### src/kca_pkg.sv
// ---------------------------------------------------------------------------
// kca_pkg
// Shared types, register indexes and command codes for the kicker charge
// arbiter.
// ---------------------------------------------------------------------------
`timescale 1ns / 1ps

package kca_pkg;

  localparam int CfgIdxW  = 3;
  localparam int CfgDataW = 16;

  localparam logic [CfgIdxW-1:0] REG_KICK_PRESS      = 3'd0;
  localparam logic [CfgIdxW-1:0] REG_CHARGE_PRESS    = 3'd1;
  localparam logic [CfgIdxW-1:0] REG_DISCHARGE_PRESS = 3'd2;
  localparam logic [CfgIdxW-1:0] REG_OVERRIDE        = 3'd3;
  localparam logic [CfgIdxW-1:0] REG_SAMPLE_PERIOD   = 3'd4;
  localparam logic [CfgIdxW-1:0] REG_MISMATCH_LIMIT  = 3'd5;
  localparam logic [CfgIdxW-1:0] REG_KICK_STRENGTH   = 3'd6;

  localparam logic [1:0] CMD_NONE      = 2'd0;
  localparam logic [1:0] CMD_CHARGE    = 2'd1;
  localparam logic [1:0] CMD_DISCHARGE = 2'd2;
  localparam logic [1:0] CMD_KICK      = 2'd3;

  localparam logic [9:0] TIMER_MAX = 10'd1023;
  localparam logic [6:0] POWER_MAX = 7'd100;

  localparam logic [15:0] KICK_PRESS_RST      = 16'd200;
  localparam logic [15:0] CHARGE_PRESS_RST    = 16'd800;
  localparam logic [15:0] DISCHARGE_PRESS_RST = 16'd1600;
  localparam logic [13:0] OVERRIDE_RST        = 14'd15000;
  localparam logic [9:0]  SAMPLE_PERIOD_RST   = 10'd100;
  localparam logic [7:0]  MISMATCH_LIMIT_RST  = 8'd10;
  localparam logic [6:0]  KICK_STRENGTH_RST   = 7'd50;

  typedef struct packed {
    logic        button_released;
    logic [15:0] press_duration_ms;
    logic        ui_activity;
    logic        charge_requested;
    logic        charger_active;
  } kca_in_t;

  typedef struct packed {
    logic [1:0] command;
    logic [6:0] kick_power;
    logic       led_write;
    logic       led_on;
  } kca_out_t;

  typedef struct packed {
    logic [15:0] kick_press_ms;
    logic [15:0] charge_press_ms;
    logic [15:0] discharge_press_ms;
    logic [13:0] override_ms;
    logic [9:0]  sample_period_ms;
    logic [7:0]  mismatch_limit;
    logic [6:0]  kick_strength;
  } kca_cfg_t;

endpackage

### src/kca_cfg_regs.sv
// ---------------------------------------------------------------------------
// kca_cfg_regs
// Configuration register file; writes beyond the last index are dropped.
// ---------------------------------------------------------------------------
`timescale 1ns / 1ps

module kca_cfg_regs (
  input  logic                         clk,
  input  logic                         rst,
  input  logic                         cfg_valid,
  output logic                         cfg_ready,
  input  logic [kca_pkg::CfgIdxW-1:0]  cfg_index,
  input  logic [kca_pkg::CfgDataW-1:0] cfg_data,
  output kca_pkg::kca_cfg_t            cfg
);
  import kca_pkg::*;

  assign cfg_ready = 1'b1;

  always_ff @(posedge clk) begin
    if (rst) begin
      cfg.kick_press_ms      <= KICK_PRESS_RST;
      cfg.charge_press_ms    <= CHARGE_PRESS_RST;
      cfg.discharge_press_ms <= DISCHARGE_PRESS_RST;
      cfg.override_ms        <= OVERRIDE_RST;
      cfg.sample_period_ms   <= SAMPLE_PERIOD_RST;
      cfg.mismatch_limit     <= MISMATCH_LIMIT_RST;
      cfg.kick_strength      <= KICK_STRENGTH_RST;
    end else if (cfg_valid && cfg_ready) begin
      unique case (cfg_index)
        REG_KICK_PRESS:      cfg.kick_press_ms      <= cfg_data;
        REG_CHARGE_PRESS:    cfg.charge_press_ms    <= cfg_data;
        REG_DISCHARGE_PRESS: cfg.discharge_press_ms <= cfg_data;
        REG_OVERRIDE:        cfg.override_ms        <= cfg_data[13:0];
        REG_SAMPLE_PERIOD:   cfg.sample_period_ms   <= cfg_data[9:0];
        REG_MISMATCH_LIMIT:  cfg.mismatch_limit     <= cfg_data[7:0];
        REG_KICK_STRENGTH:   cfg.kick_strength      <= cfg_data[6:0];
        default: ;
      endcase
    end
  end

endmodule

### src/kca_core.sv
// ---------------------------------------------------------------------------
// kca_core
// Per-tick arbitration: timers, button action and host mismatch checks,
// feeding a result register.
// ---------------------------------------------------------------------------
`timescale 1ns / 1ps

module kca_core (
  input  logic              clk,
  input  logic              rst,
  input  kca_pkg::kca_cfg_t cfg,
  input  logic              in_valid,
  output logic              in_stall,
  input  kca_pkg::kca_in_t  in_data,
  output logic              out_valid,
  input  logic              out_stall,
  output kca_pkg::kca_out_t out_data
);
  import kca_pkg::*;

  logic [13:0] override_counter, override_counter_next;
  logic [9:0]  sample_timer, sample_timer_next;
  logic [7:0]  charge_mismatch_count, charge_mismatch_count_next;
  logic [7:0]  discharge_mismatch_count, discharge_mismatch_count_next;
  kca_out_t    result;
  logic        accept;
  logic [13:0] ovr_adv;
  logic [9:0]  tmr_adv;
  logic [7:0]  chg_inc, dis_inc;

  // result register frees up the same cycle it drains
  assign in_stall = out_valid && out_stall;
  assign accept   = in_valid && !in_stall;

  always_comb begin
    ovr_adv = (override_counter >= cfg.override_ms) ? cfg.override_ms
                                                    : override_counter + 14'd1;
    tmr_adv = (sample_timer < TIMER_MAX) ? sample_timer + 10'd1 : sample_timer;
    chg_inc = charge_mismatch_count + 8'd1;
    dis_inc = discharge_mismatch_count + 8'd1;

    override_counter_next         = ovr_adv;
    sample_timer_next             = tmr_adv;
    charge_mismatch_count_next    = charge_mismatch_count;
    discharge_mismatch_count_next = discharge_mismatch_count;
    result                        = '0;
    result.command                = CMD_NONE;

    priority if (in_data.button_released) begin
      priority if (in_data.press_duration_ms > cfg.discharge_press_ms) begin
        result.command   = CMD_DISCHARGE;
        result.led_write = 1'b1;
      end else if (in_data.press_duration_ms > cfg.charge_press_ms) begin
        result.command   = CMD_CHARGE;
        result.led_write = 1'b1;
        result.led_on    = 1'b1;
      end else if (in_data.press_duration_ms > cfg.kick_press_ms) begin
        result.command    = CMD_KICK;
        result.kick_power = (cfg.kick_strength > POWER_MAX) ? POWER_MAX
                                                            : cfg.kick_strength;
      end else begin
        result.command = CMD_NONE;
      end
      override_counter_next = '0;
    end else if (in_data.ui_activity) begin
      override_counter_next = '0;
    end else if (ovr_adv >= cfg.override_ms && tmr_adv > cfg.sample_period_ms) begin
      if (in_data.charge_requested && !in_data.charger_active) begin
        if (chg_inc > cfg.mismatch_limit) begin
          result.command             = CMD_CHARGE;
          charge_mismatch_count_next = '0;
        end else begin
          charge_mismatch_count_next = chg_inc;
        end
      end else if (!in_data.charge_requested && in_data.charger_active) begin
        if (dis_inc > cfg.mismatch_limit) begin
          result.command                = CMD_DISCHARGE;
          discharge_mismatch_count_next = '0;
        end else begin
          discharge_mismatch_count_next = dis_inc;
        end
      end
      sample_timer_next = '0;
    end else begin
      result.command = CMD_NONE;
    end
  end

  always_ff @(posedge clk) begin
    if (rst) begin
      override_counter         <= '0;
      sample_timer             <= '0;
      charge_mismatch_count    <= '0;
      discharge_mismatch_count <= '0;
      out_valid                <= 1'b0;
    end else begin
      if (accept) begin
        override_counter         <= override_counter_next;
        sample_timer             <= sample_timer_next;
        charge_mismatch_count    <= charge_mismatch_count_next;
        discharge_mismatch_count <= discharge_mismatch_count_next;
        out_valid                <= 1'b1;
      end else if (!out_stall) begin
        out_valid <= 1'b0;
      end
    end
  end

  always_ff @(posedge clk) begin
    if (accept) begin
      out_data <= result;
    end
  end

`ifndef SYNTH
  a_led_cmd: assert property (@(posedge clk) disable iff (rst)
    out_valid && out_data.led_write |->
      (out_data.command == CMD_CHARGE || out_data.command == CMD_DISCHARGE))
    else $error("led write without charge or discharge");

  a_power_kick: assert property (@(posedge clk) disable iff (rst)
    out_valid && out_data.command != CMD_KICK |-> out_data.kick_power == 7'd0)
    else $error("kick power outside kick command");

  a_power_max: assert property (@(posedge clk) disable iff (rst)
    out_valid |-> out_data.kick_power <= POWER_MAX)
    else $error("kick power above limit");

  a_release_clears: assert property (@(posedge clk) disable iff (rst)
    accept && (in_data.button_released || in_data.ui_activity) |=>
      override_counter == 14'd0)
    else $error("override counter not cleared by user action");

  a_stall_no_accept: assert property (@(posedge clk) disable iff (rst)
    out_valid && out_stall |-> !accept)
    else $error("request accepted while result register is blocked");
`endif

endmodule

### src/kicker_charge_arbiter.sv
// ---------------------------------------------------------------------------
// kicker_charge_arbiter
// Button and host arbitration for the kicker charger, one request per tick.
// ---------------------------------------------------------------------------
// Output: a result is registered and appears in the cycle after its request is accepted.
// Throughput: one request per cycle; the result register drains and refills
//   in the same cycle, so input stalls only while a held result is stalled.
// Reset: synchronous; clears all counters and timers, empties the result
//   register and loads the register defaults.
`timescale 1ns / 1ps

module kicker_charge_arbiter (
  input  logic                         clk,
  input  logic                         rst,
  input  logic                         in_valid,
  output logic                         in_stall,
  input  kca_pkg::kca_in_t             in_data,
  output logic                         out_valid,
  input  logic                         out_stall,
  output kca_pkg::kca_out_t            out_data,
  input  logic                         cfg_valid,
  output logic                         cfg_ready,
  input  logic [kca_pkg::CfgIdxW-1:0]  cfg_index,
  input  logic [kca_pkg::CfgDataW-1:0] cfg_data
);
  import kca_pkg::*;

  kca_cfg_t cfg;

  kca_cfg_regs u_cfg (
    .clk       (clk),
    .rst       (rst),
    .cfg_valid (cfg_valid),
    .cfg_ready (cfg_ready),
    .cfg_index (cfg_index),
    .cfg_data  (cfg_data),
    .cfg       (cfg)
  );

  kca_core u_core (
    .clk       (clk),
    .rst       (rst),
    .cfg       (cfg),
    .in_valid  (in_valid),
    .in_stall  (in_stall),
    .in_data   (in_data),
    .out_valid (out_valid),
    .out_stall (out_stall),
    .out_data  (out_data)
  );

endmodule
### config.mk
export PLATFORM = sky130hd
export DESIGN_NAME = kicker_charge_arbiter
export DESIGN_NICKNAME = d
export VERILOG_FILES = /design/src/kca_pkg.sv /design/src/kca_cfg_regs.sv /design/src/kca_core.sv /design/src/kicker_charge_arbiter.sv
export SDC_FILE = /design/constraint.sdc
export NUM_CORES = 1
export LEC_CHECK = 0
export ABC_AREA = 1
export BUFFER_PORTS_ARGS = -buffer_cell sky130_fd_sc_hd__buf_2
export CAP_MARGIN = 30
export CORE_ASPECT_RATIO = 0.6
export CORE_UTILIZATION = 54
export DETAILED_ROUTE_END_ITERATION = 7
export PLACE_DENSITY = 0.72
export SLEW_MARGIN = 20
export SYNTH_ARGS = -nofsm -noshare
export SYNTH_HDL_FRONTEND = slang
export SYNTH_SLANG_ARGS = --single-unit
export TNS_END_PERCENT = 30
### constraint.sdc
create_clock -name clk -period 7.5 [get_ports clk]
set_input_delay 1.125 -clock clk [delete_from_list [all_inputs] [get_ports clk]]
set_output_delay 1.125 -clock clk [all_outputs]
set_load 0.01 [all_outputs]
==> Word-level counts from Yosys, hierarchy flattened <==
Cells that the tools add are included.
{ "totals": {"ff_bits": 139} }
{ "classes": {"bitwise": 4, "magnitude_cmp": 10, "reduce_logical": 21, "n_eq_ne": 7, "n_addsub": 4, "mux": 24} }
{ "ops": {"columns": ["op", "n"], "rows": [
  ["$gt 16x16->1", 3],
  ["$mux 14", 3],
  ["$mux 10", 4],
  ["$ge 14x14->1", 2],
  ["$mux 2", 10],
  ["$add 8x1->8 const B", 2],
  ["$gt 8x8->1", 2],
  ["$mux 8", 2],
  ["$add 14x1->14 const B", 1],
  ["$reduce_and 2->1", 7],
  ["$add 10x1->10 const B", 1],
  ["$gt 10x10->1", 1],
  ["$lt 10x10->1 const B", 1],
  ["$eq 3x3->1 const B", 3],
  ["$gt 7x7->1 const B", 1],
  ["$mux 7", 1],
  ["$eq 3x2->1 const B", 2],
  ["$reduce_and 6->1", 1],
  ["$logic_and 1x1->1", 5],
  ["$reduce_and 5->1", 1],
  ["$reduce_or 5->1", 1],
  ["$mux 1", 4],
  ["$not 1->1", 4],
  ["$reduce_or 4->1", 1],
  ["other kinds (5)", 7]
]} }

==> Longest topological paths before layout <==
{ "depth": {"word_depth": 8, "mapped_depth": 27, "ltp_nobuf": 25} }

==> Modules after synthesis <==
A second synthesis with hierarchy kept.
{ "hier_totals": {"hier_cells": 1397, "area_unflattened_um2": 9305.2} }
{ "by_module_without_submodules": {"columns": ["mod", "area_each_um2", "seq_area_each_um2", "instances", "cells_per_inst"], "rows": [
  ["kca_core", 5880.6, 1151.1, 1, 912],
  ["kca_cfg_regs", 3424.5, 1741.7, 1, 485]
]} }

==> Least setup slack after synthesis <==
No wires, ideal clock.
{ "synth_timing": {"path_type": "reg2reg", "from": "register, netlist name u_cfg.cfg[34]", "to": "register u_core.charge_mismatch_count[2]", "synth_period_minus_slack_ns": 3.043, "setup_slack_ns": 4.457, "required_ns": 7.387, "path_stages_with_launch": 20, "arrival_ns": 2.931, "setup_time_ns": 0.113, "path_cell_list": "dfxtp_1 > inv_1 > ha_1 > a21oi_1 > o21ai_0 > a21oi_2 > clkbuf_1 > nand3_1 > and2_1 > ha_1 > nand2_1 > nor2_1 > nand2_1 > nor2_1 > nand2_1 > nand2_1 > nand4_2 > buf_2 > nor2_1 > nor2_1"} }
{ "synth_between": {"elab_chain_cells": 5} }
{ "synth_rtl": {"columns": ["element", "line_no", "source"], "rows": [
  ["$ge 14x14->1", "kca_core.sv:36", "ovr_adv = (override_counter >= cfg.override_ms) ? cfg.override_ms"],
  ["$mux 14", "kca_core.sv:36", null],
  ["$ge 14x14->1 (*)", "kca_core.sv:67", "end else if (ovr_adv >= cfg.override_ms && tmr_adv > cfg.sample_period_ms) begin"],
  ["$logic_and 1x1->1 (*)", "kca_core.sv:67", null],
  ["$reduce_and 5->1 (no source line) (*)", null, null],
  ["end signal, assigned", "kca_core.sv:100", "charge_mismatch_count <= charge_mismatch_count_next;"],
  ["end, declared", "kca_core.sv:23", "logic [7:0] charge_mismatch_count, charge_mismatch_count_next;"]
]} }
Every way passes the cells marked *; elsewhere a longest branch is shown, timed or not.
A chain may end at the register's enable or synchronous reset.

==> Final worst setup path <==
{ "layout_timing": {"from": "register, netlist name u_cfg.cfg[38]", "to": "register u_core.sample_timer[9]"} }
{ "layout_between": {"elab_chain_cells": 7} }
{ "layout_rtl": {"columns": ["element", "line_no", "source"], "rows": [
  ["$ge 14x14->1", "kca_core.sv:36", null],
  ["$mux 14", "kca_core.sv:36", null],
  ["$ge 14x14->1 (*)", "kca_core.sv:67", null],
  ["$logic_and 1x1->1 (*)", "kca_core.sv:67", null],
  ["$mux 10 (*)", "kca_core.sv:67", null],
  ["$mux 10 (*)", "kca_core.sv:65", "end else if (in_data.ui_activity) begin"],
  ["$mux 10 (*)", "kca_core.sv:49", "priority if (in_data.button_released) begin"],
  ["end signal, assigned", "kca_core.sv:99", "sample_timer <= sample_timer_next;"],
  ["end, declared", "kca_core.sv:22", "logic [9:0] sample_timer, sample_timer_next;"]
]} }
Marks and branches as above.

==> flow_summary.ini <==
[status]
outcome = finished with violations
violations = design-rule violations

[clock_tree]
clk_latency_ns = 0.43
numCtsBuffers = 17
h-tree-depth = 4
clock_path_buffers = 2
cts_tree = built
cts_hold_buffers = 0
cts-root-buf = clkbuf_16
clk_pin_slew_ns = 0.06
clock_sinks = 139
post_cts_resized = 0
post_cts_buffers = 0

[sta]
fmax_mhz = 251
fin_ws_ns = 3.51
slew_viol_final = 0
period_minus_slack_ns = 3.99
rsz0062_at_grt = no
slew_headroom = 0.400
final-setup-viol-count = 0
finalCritPeriodShare = 0.532
fin_setup_tns_ns = 0
worst_pin_slew_ns = 0.898
hold_violations = 0
clock_skew_ns = 0.0159

[logic_synthesis]
synth-async-reset-ratio = 0
postSynthNetCount = 1384
synth_area_leaders = dfxtp_1, ha_1, nand2_1, inv_1, a21oi_1
synth_ff_type = dfxtp_1
synth.top_cell.area_share = 0.294
ys_warn_count = 0
yosysUniqueCellTypes = 39
syn_area_sq_um = 8710
synth_cells = 1234
syn-mean-instance-area_sq_um = 7.06
synth_top_area_cell = dfxtp_1
yosysMostFrequentCell = nand2_1
synth_edf_count = 11
ys_ff_latch = 139
ys_top_cells_by_count = nand2_1, inv_1, a21oi_1
synth_seq_area_share = 0.332

[detailed_routing]
wl_per_cell_microns = 14.7
drt-total-wl_microns = 22000
ant_nets = 0
dr_total_vias = 7808
drt_first_pass_iters = 7
dr.first_iter.drc_count = 582
remaining_drc_errors = 4
vias_per_cell = 5.24

[power]
power_density_nw_per_um2 = 188
ir_worst_vdd_mv = 0.117
leakage_uw = 0.00474

[global_route]
overflow = 0
grt_max_degree = 102
antenna_found_initial = 0
grt_pass1_wl_microns = 36100
grtUsageTotal = 0.278
grt_pass1_vias = 6943

[finish]
nets = 1425
stdcell_area_sq_um = 9710
nFillCells = 1379
diodes = 0
utilization = 0.625
drive_gt1_frac = 0.0846
syn2layout_area_growth_pct = 11.5
final_cell_count_no_fill = 1491

[place]
port_buffers = 56
dp.cells = 1457
place_area_sq_um = 9090
routabilityCongestion = 0.939
hpwl_microns = 16100
dp_slack_ns = 3.64

[worst_setup_path]
r2r_start = u_cfg.cfg[38]
crit_path_end_kind = flip-flop
critPathLaunch = u_cfg.cfg[38]
cp_data_arrival_time_ns = 4.27
crit_chain = inv_1, ha_1, nand2_1, nor4_1, nand2_1, nand2_1, nand2_1, and2_1, ha_1, nand2_1, nor2_1, nand2_1, nor2_1, a21oi_1, nor2_2, nand2_1, nand2_1, a21oi_1
crit_fanout = 15
critPathKind = reg2reg
crit_required_ns = 7.78
cp-start-kind = flip-flop
worst_path_most_repeated_cell = nand2_1
reg2regPathDepth = 18
endpoint = u_core.sample_timer[9]
worst_path_max_delay_cell = nand2_1
reg2reg_to = u_core.sample_timer[9]
max_stage_delay_ns = 0.48
r2r_slack_ns = 3.51

[hold_path]
hold_path.class = reg2reg

[run]
drv_cap = 0

[floorplanning]
die_y_microns = 100
io_pins = 58
die_w_microns = 166
rows = 35
initial_core_util = 0.560
dieArea_sq_um = 16700
core-area_sq_um = 15500
==> through the flow <==
stage | total power, uW | hold WS [ns]
floorplan | 906 | 0.433
global placement | 965 | 0.449
detailed placement | 969 | 0.451
CTS | 1820 | 0.461
global route | 1890 | 0.476
finish | 1820 | 0.456
==> power by group <==
part / switching, uW / internal (uW) / leakage, uW / total, uW
Combinational: 121 / 60.0 / 0.00329 / 181
Clock: 374 / 490 / 0.000296 / 864
Sequential: 6.96 / 769 / 0.00115 / 776
Total: 502 / 1320 / 0.00474 / 1820
==> layout make-up <==
class                      instances  area [sq um]  share of cell area
clock inverter                    14           146              0.0151
timing repair buffer              59           315              0.0325
sequential                       139          2890               0.298
multi-input combinational        872          4950               0.510
clock buffer                      18           450              0.0464
inverter                         186           698              0.0719
tap                              203           254              0.0262
==> how the worst min path moves through the flow <==
stage | endpoint | startpoint | slack, ns | depth (start not counted)
3_3_place_gp | u_cfg.cfg[69] | u_cfg.cfg[69] | 0.45 | 2
6_report | u_cfg.cfg[51] | u_cfg.cfg[51] | 0.46 | 2
4_1_cts | u_cfg.cfg[51] | u_cfg.cfg[51] | 0.46 | 2
3_5_place_dp | u_cfg.cfg[51] | u_cfg.cfg[51] | 0.45 | 2
5_1_grt | u_cfg.cfg[85] | u_cfg.cfg[85] | 0.48 | 2
2_1_floorplan | u_cfg.cfg[40] | u_cfg.cfg[40] | 0.43 | 2
==> kinds of logic after synthesis <==
family / synth area share
AO/OA/AOI/OAI: 0.154
AND/OR/NAND/NOR: 0.241
other: 0.000431
XOR/XNOR: 0.0211
buffers and inverters: 0.0987
flip-flops: 0.332
adder cells (fa/ha/maj): 0.152
==> sequential cells by signal, summed over array words and instances (netlist names) <==
signal                           flops
u_core.charge_mismatch_count         8
u_core.override_counter             14
u_core.discharge_mismatch_count      8
u_core.out_valid                     1
u_core.sample_timer                 10
u_cfg.cfg                           87
u_core.out_data                     11
==> critical path: cells and delay by family, from the launching register on <==
family          cells  cell delay (ns)
compound gates      2             0.17
buf+inv             1             0.09
fa+ha+maj           2             0.61
flops               1             0.31
simple gates       13             2.66
==> routing by layer <==
metal / vias to the layer above / part of all wire / GRT usage
met4: 0 / 0.0090 / 0.0625
li1: 4116 / - / -
met5: - / 0 / 0
met1: 3447 / 0.54 / 0.432
met2: 225 / 0.37 / 0.388
met3: 20 / 0.078 / 0.0521
==> cell usage in the layout (no fill, tap or decap), types with 15 or more instances in the layout <==
cell	netlist	routed
a21oi_1	130	130
buf_2	9	56
clkbuf_16	0	18
dfxtp_1	128	128
ha_1	106	106
inv_1	181	180
nand2_1	282	282
nand3_1	50	50
nand4_1	15	15
nor2_1	110	110
o211ai_1	23	23
o21ai_0	75	75
xor2_1	16	16
Note: power is estimated with default switching activity, not from simulation.
